===== src/assert_macros.svh =====
// ----------------------------------------------------------------------------
// assertion macros used by floyd_warshall_all_pairs
// ----------------------------------------------------------------------------
`ifndef ASSERT_MACROS_SVH
`define ASSERT_MACROS_SVH

// plain property, sampled on clk, off while rst_n is low
`define FW_ASSERT(label, prop, msg) \
    label: assert property (@(posedge clk) disable iff (!rst_n) (prop)) \
        else $error(msg);

// same-cycle implication
`define FW_ASSERT_IMPL(label, ante, cons, msg) \
    label: assert property (@(posedge clk) disable iff (!rst_n) (ante) |-> (cons)) \
        else $error(msg);

`endif


===== src/fw_pkg.sv =====
`timescale 1ns / 1ps
// ============================================================================
// fw_pkg
// types and constants of the all-pairs shortest path block
// ============================================================================
package fw_pkg;

    localparam int DIST_W = 24;

    typedef logic signed [DIST_W-1:0] dist_t;
    typedef logic signed [DIST_W:0]   dist_sum_t;

    localparam dist_t DIST_INF     = 24'sh7FFFFF;
    localparam dist_t DIST_FIN_MAX = 24'sh7FFFFE;
    localparam dist_t DIST_MIN     = 24'sh800000;

    localparam dist_sum_t SUM_FIN_MAX = 25'sh07FFFFE;
    localparam dist_sum_t SUM_MIN     = 25'sh1800000;

    typedef enum logic [1:0] {
        REQ_CLEAR = 2'd0,
        REQ_EDGE  = 2'd1,
        REQ_RUN   = 2'd2,
        REQ_READ  = 2'd3
    } req_t;

    typedef struct packed {
        logic  upd;
        dist_t value;
    } fw_relax_t;

endpackage


===== src/fw_alu.sv =====
`timescale 1ns / 1ps
// ============================================================================
// fw_alu
// relaxation unit: saturating add of two path legs and compare to the entry
// ============================================================================
module fw_alu
(
    input  fw_pkg::dist_t     ik,
    input  fw_pkg::dist_t     kj,
    input  fw_pkg::dist_t     ij,
    output fw_pkg::fw_relax_t res
);
    import fw_pkg::*;

    dist_sum_t sum;
    dist_t     sat;
    logic      any_inf;

    assign any_inf = (ik == DIST_INF) || (kj == DIST_INF);
    assign sum     = dist_sum_t'(ik) + dist_sum_t'(kj);

    // finite sums never reach the infinity code
    always_comb
    begin
        priority if (sum > SUM_FIN_MAX)
        begin
            sat = DIST_FIN_MAX;
        end
        else if (sum < SUM_MIN)
        begin
            sat = DIST_MIN;
        end
        else
        begin
            sat = sum[DIST_W-1:0];
        end
    end

    assign res.upd   = !any_inf && (ij > sat);
    assign res.value = sat;

endmodule


===== config.mk =====
export PLATFORM = sky130hd
export DESIGN_NAME = fw_alu
export DESIGN_NICKNAME = d
export VERILOG_FILES = /design/src/assert_macros.svh /design/src/fw_pkg.sv /design/src/fw_alu.sv
export SDC_FILE = /design/constraint.sdc
export NUM_CORES = 1
export LEC_CHECK = 0
export BUFFER_PORTS_ARGS = -buffer_cell sky130_fd_sc_hd__buf_4
export CAP_MARGIN = 25
export CORE_AREA = 2 2 86 88
export DETAILED_ROUTE_END_ITERATION = 10
export DIE_AREA = 0 0 88 90
export GPL_TIMING_DRIVEN = 0
export MAX_ROUTING_LAYER = met4
export PLACE_DENSITY_LB_ADDON = 0.1
export SETUP_SLACK_MARGIN = 0.15
export SYNTH_ARGS = -nofsm -noshare
export SYNTH_HDL_FRONTEND = slang
export SYNTH_SLANG_ARGS = --single-unit

===== constraint.sdc =====
create_clock -name vclk -period 6
set_clock_uncertainty 0.1 [all_clocks]
set_input_delay 0.9 -clock vclk [all_inputs]
set_output_delay 0.9 -clock vclk [all_outputs]
set_load 0.05 [all_outputs]

# == After elaboration in Yosys (flattened, before gate mapping) ==
# Cells that the tools add are included.
# classes
n_addsub,1
mul,0
div_mod_pow,0
n_lt_le_gt_ge,3
n_eq_ne,2
shifts,0
n_mux,2
bitwise,0
reduce_logical,3
# ops
cell,count
24-bit == test (second input constant),2
24-bit two-way mux,2
24-bit by 24-bit adder with 25-bit output,1
25-bit by 24-bit greater-than comparator with 1-bit output (second input constant),1
25-bit by 24-bit < comparator with 1-bit output (second input constant),1
24-bit greater-than comparator,1
1-bit logical AND,1
1-bit logical NOT,1
1-bit logical OR,1
# totals
reg_bits,0
latch_bits,0
ram_bits,0
romBits,0
inputBits,72
out_inout_bits,25
mem_count,0

# == Depth between registers and ports, before layout ==
# logic_depth
ltp_word,6
depth_mapped,24
depth_no_buf,23

# == Worst setup path after synthesis ==
# No wires, ideal clock.
# synth_path
path_type,input to output
startpoint,input port ik[6]
endpoint,output port res[24] (netlist name)
arrival_time_ns,5.937
slack_ns,-0.937
stages,21
path_buffers,0
cell_sequence,ha_1 -> a21oi_1 -> o211ai_1 -> nand4_1 -> nand2_1 -> a221o_1 -> xnor2_2 -> nor2_1 -> nor2_1 -> a21oi_1 -> inv_1 -> ha_1 -> nand4_1 -> or3_1 -> o21ai_0 -> a21oi_1 -> o21ai_0 -> nor2_1 -> o21ai_0 -> nor3_1 -> a211oi_1
# synth_rtl
item,line_no,text
from (decl),fw_alu.sv:8,"input fw_pkg::dist_t ik,"
to (decl),fw_alu.sv:11,output fw_pkg::fw_relax_t res

==> run metrics <==
die width=between 80 and 90 um; final setup violation count=1; nature of the critical path endpoint=primary output; Max IR drop VDD=~0.073 mV; hold bufs inserted after CTS=0; YS warnings=0; pwr dens=219 nW/um^2; leak pwr=1.87 nW; Die Span Y=~90 um; hold_sp=kj[0]; clock power share=0%; register area share after synthesis=0%; largest cells by area after synthesis=ha_1, nand2_1, a21oi_1, nand4_1, a21o_1; via count=3369; hold depth=4; routed len/inst=between 15 and 20 um; initial antenna violation count=0; WP data required=5.00 ns; Critical Setup Path Class=in -> out; post-synth cell types=between 50 and 60; area grow syn2layout=44.3%; port buffer count=97; dpl ws=-0.596 ns; Slew Limit Fails=0; vias per inst=5.55; worst slew pin tran=between 0.4 and 0.5 ns; Setup TNS=-0.115 ns; Net Sw Frac=60.8%; CLK BUF=0; fmax=164 MHz; nets@finish=631; standard-cell row count=31; register area=0 um^2; Placed Cells=594; DRC=0; CP Data Arrival Time=5.11 ns; io pins=97; WL final=9.36 mm; DIE AREA=7920 um^2; WHS Endpoint=res[0]; vias in the first global route=between 3000 and 4000; Worst Setup Slack, final=-0.115 ns; Hold Path Class=in -> out; Psw=0.517 mW; Iteration-0 DRC Markers=120; Hold Violations, Final=0; Fill cells=735; Crit Path Max Fanout=5; most frequent cells in the layout=buf_4, nand2_1, ha_1, nor2_1, a21oi_1; Ant. Diodes=0; Synth Instances=398; RSZ-0062 raised after global routing=true; relative slew slack=about two thirds; Seq Cell Count=0; violated checks=negative setup slack; share of layout cells above drive strength 1=34.6%; HPWL after DPL=7.93 mm; post-route insts no fill=approximately 600; Post-DRT Antenna Nets=0; part of the total power dissipated in combinational logic=100.0%; Post-Syn Area=2690 um^2; final cycle utilization of the critical path=102%; initial core utilization=a little under two fifths; gpl congestion=about 0.9; Total GRT Usage=23.7%; # Max-Cap Violations=0; Syn Nets=519; startpoint types=input pin; pin count of the biggest net entering global routing=11; Synth area leader=ha_1; Internal Power=0.333 mW; Flop pwr share=0%; commonest non-fill, non-tap cell in the layout=buf_4; Syn Area/Cell=just under 7 um^2; total gr overflow=0; core area=7020 um^2; outcome=complete, but fails checks; DR pass1 iterations=4; top cell type's share of synthesized area=22.3%; min cycle time layout=6.11 ns; global-route wire length before repair=15.3 mm
## synth_stat cells (all sizes together), types with 2 or more instances
library cell  count
a211o             3
a211oi            5
a21boi            5
a21o             16
a21oi            36
a31oi             4
and2             11
and3              5
and4              2
buf              12
clkbuf            3
ha               48
inv              20
mux2i             2
nand2            55
nand2b            5
nand3            11
nand4            23
nand4b            4
nor2             27
nor2b             3
nor3              5
nor3b             2
nor4              7
o2111ai           2
o211a             2
o211ai            5
o21a             12
o21ai            29
o31ai             2
or3               3
xnor2             9
xor2              8
## power groups by stage
stage                     Clock [mW]  Combinational, mW  Sequential, mW
after floorplan                    0              0.575               0
after global placement             0              0.784               0
after detailed placement           0              0.796               0
after CTS                          0              0.845               0
after global routing               0              0.925               0
final                              0              0.850               0
## routing by layer
layer	vias up	track usage, %	wire length (um)
met4	0	2.18	59
li1	1714	-	-
met1	1535	32.0	4440
met2	114	40.9	4410
met3	6	0.367	457
met5	-	-	0
## through the flow
| step | cell area, um^2 | hold slack, ns | utilization [%] | power (mW) |
|---|---|---|---|---|
| after floorplan | 2800 | 2.11 | - | 0.575 |
| after global placement | 3650 | 2.34 | 52.0 | 0.784 |
| after detailed placement | 3650 | 2.33 | 52.0 | 0.796 |
| after CTS | 3860 | 2.31 | 55.0 | 0.845 |
| after global routing | 3880 | 2.34 | 55.3 | 0.925 |
| final | 3880 | 2.32 | 55.3 | 0.850 |
## final cells by class
| type | count | area, um^2 | area share [%] |
|---|---|---|---|
| plain buffers | 15 | 95.1 | 2.45 |
| inverters | 20 | 77.6 | 2.00 |
| repair buffers | 110 | 838 | 21.6 |
| well taps | 99 | 124 | 3.19 |
| multi-input cells | 363 | 2750 | 70.8 |
## critical path, stage by stage
cell and delay (ns):
buf_8 0.08, ha_4 0.13, inv_2 0.04, fa_2 0.33, nand2b_4 0.15, a21bo_4 0.22
a211o_1 0.33, a211oi_2 0.27, a21oi_2 0.10, xor2_2 0.17, nor4_4 0.37, a21boi_4 0.13
buf_6 0.15, and2_4 0.14, ha_4 0.23, a21o_1 0.15, a21o_1 0.16, a21o_1 0.19
a21oi_2 0.12, nor3_1 0.06, nor2_1 0.19, o21ai_4 0.11, a211oi_4 0.22, buf_6 0.19
## timing repair
item,in CTS,in global routing
pin swaps,19,0
endpoints found under the setup margin,1,1
resized for setup,24,12
cloned,1,0
buffers inserted,12,0
## worst max path at each step
stage | startpoint | depth (start not counted) | end
floorplan | kj[0] | 21 | res[24]
global placement | ik[6] | 20 | res[24]
detailed placement | ik[6] | 20 | res[24]
CTS | kj[0] | 24 | res[24]
global route | kj[0] | 24 | res[24]
finish | kj[0] | 24 | res[24]
## cell families after synthesis
group           after synthesis  share of synthesized area [%]
compound gates              129                           31.8
simple gates                165                           31.9
buf+inv                      35                           6.32
mux                           2                          0.744
xor+xnor                     17                           5.81
fa+ha+maj                    50                           23.4
Power figures use the tool's default switching activity.
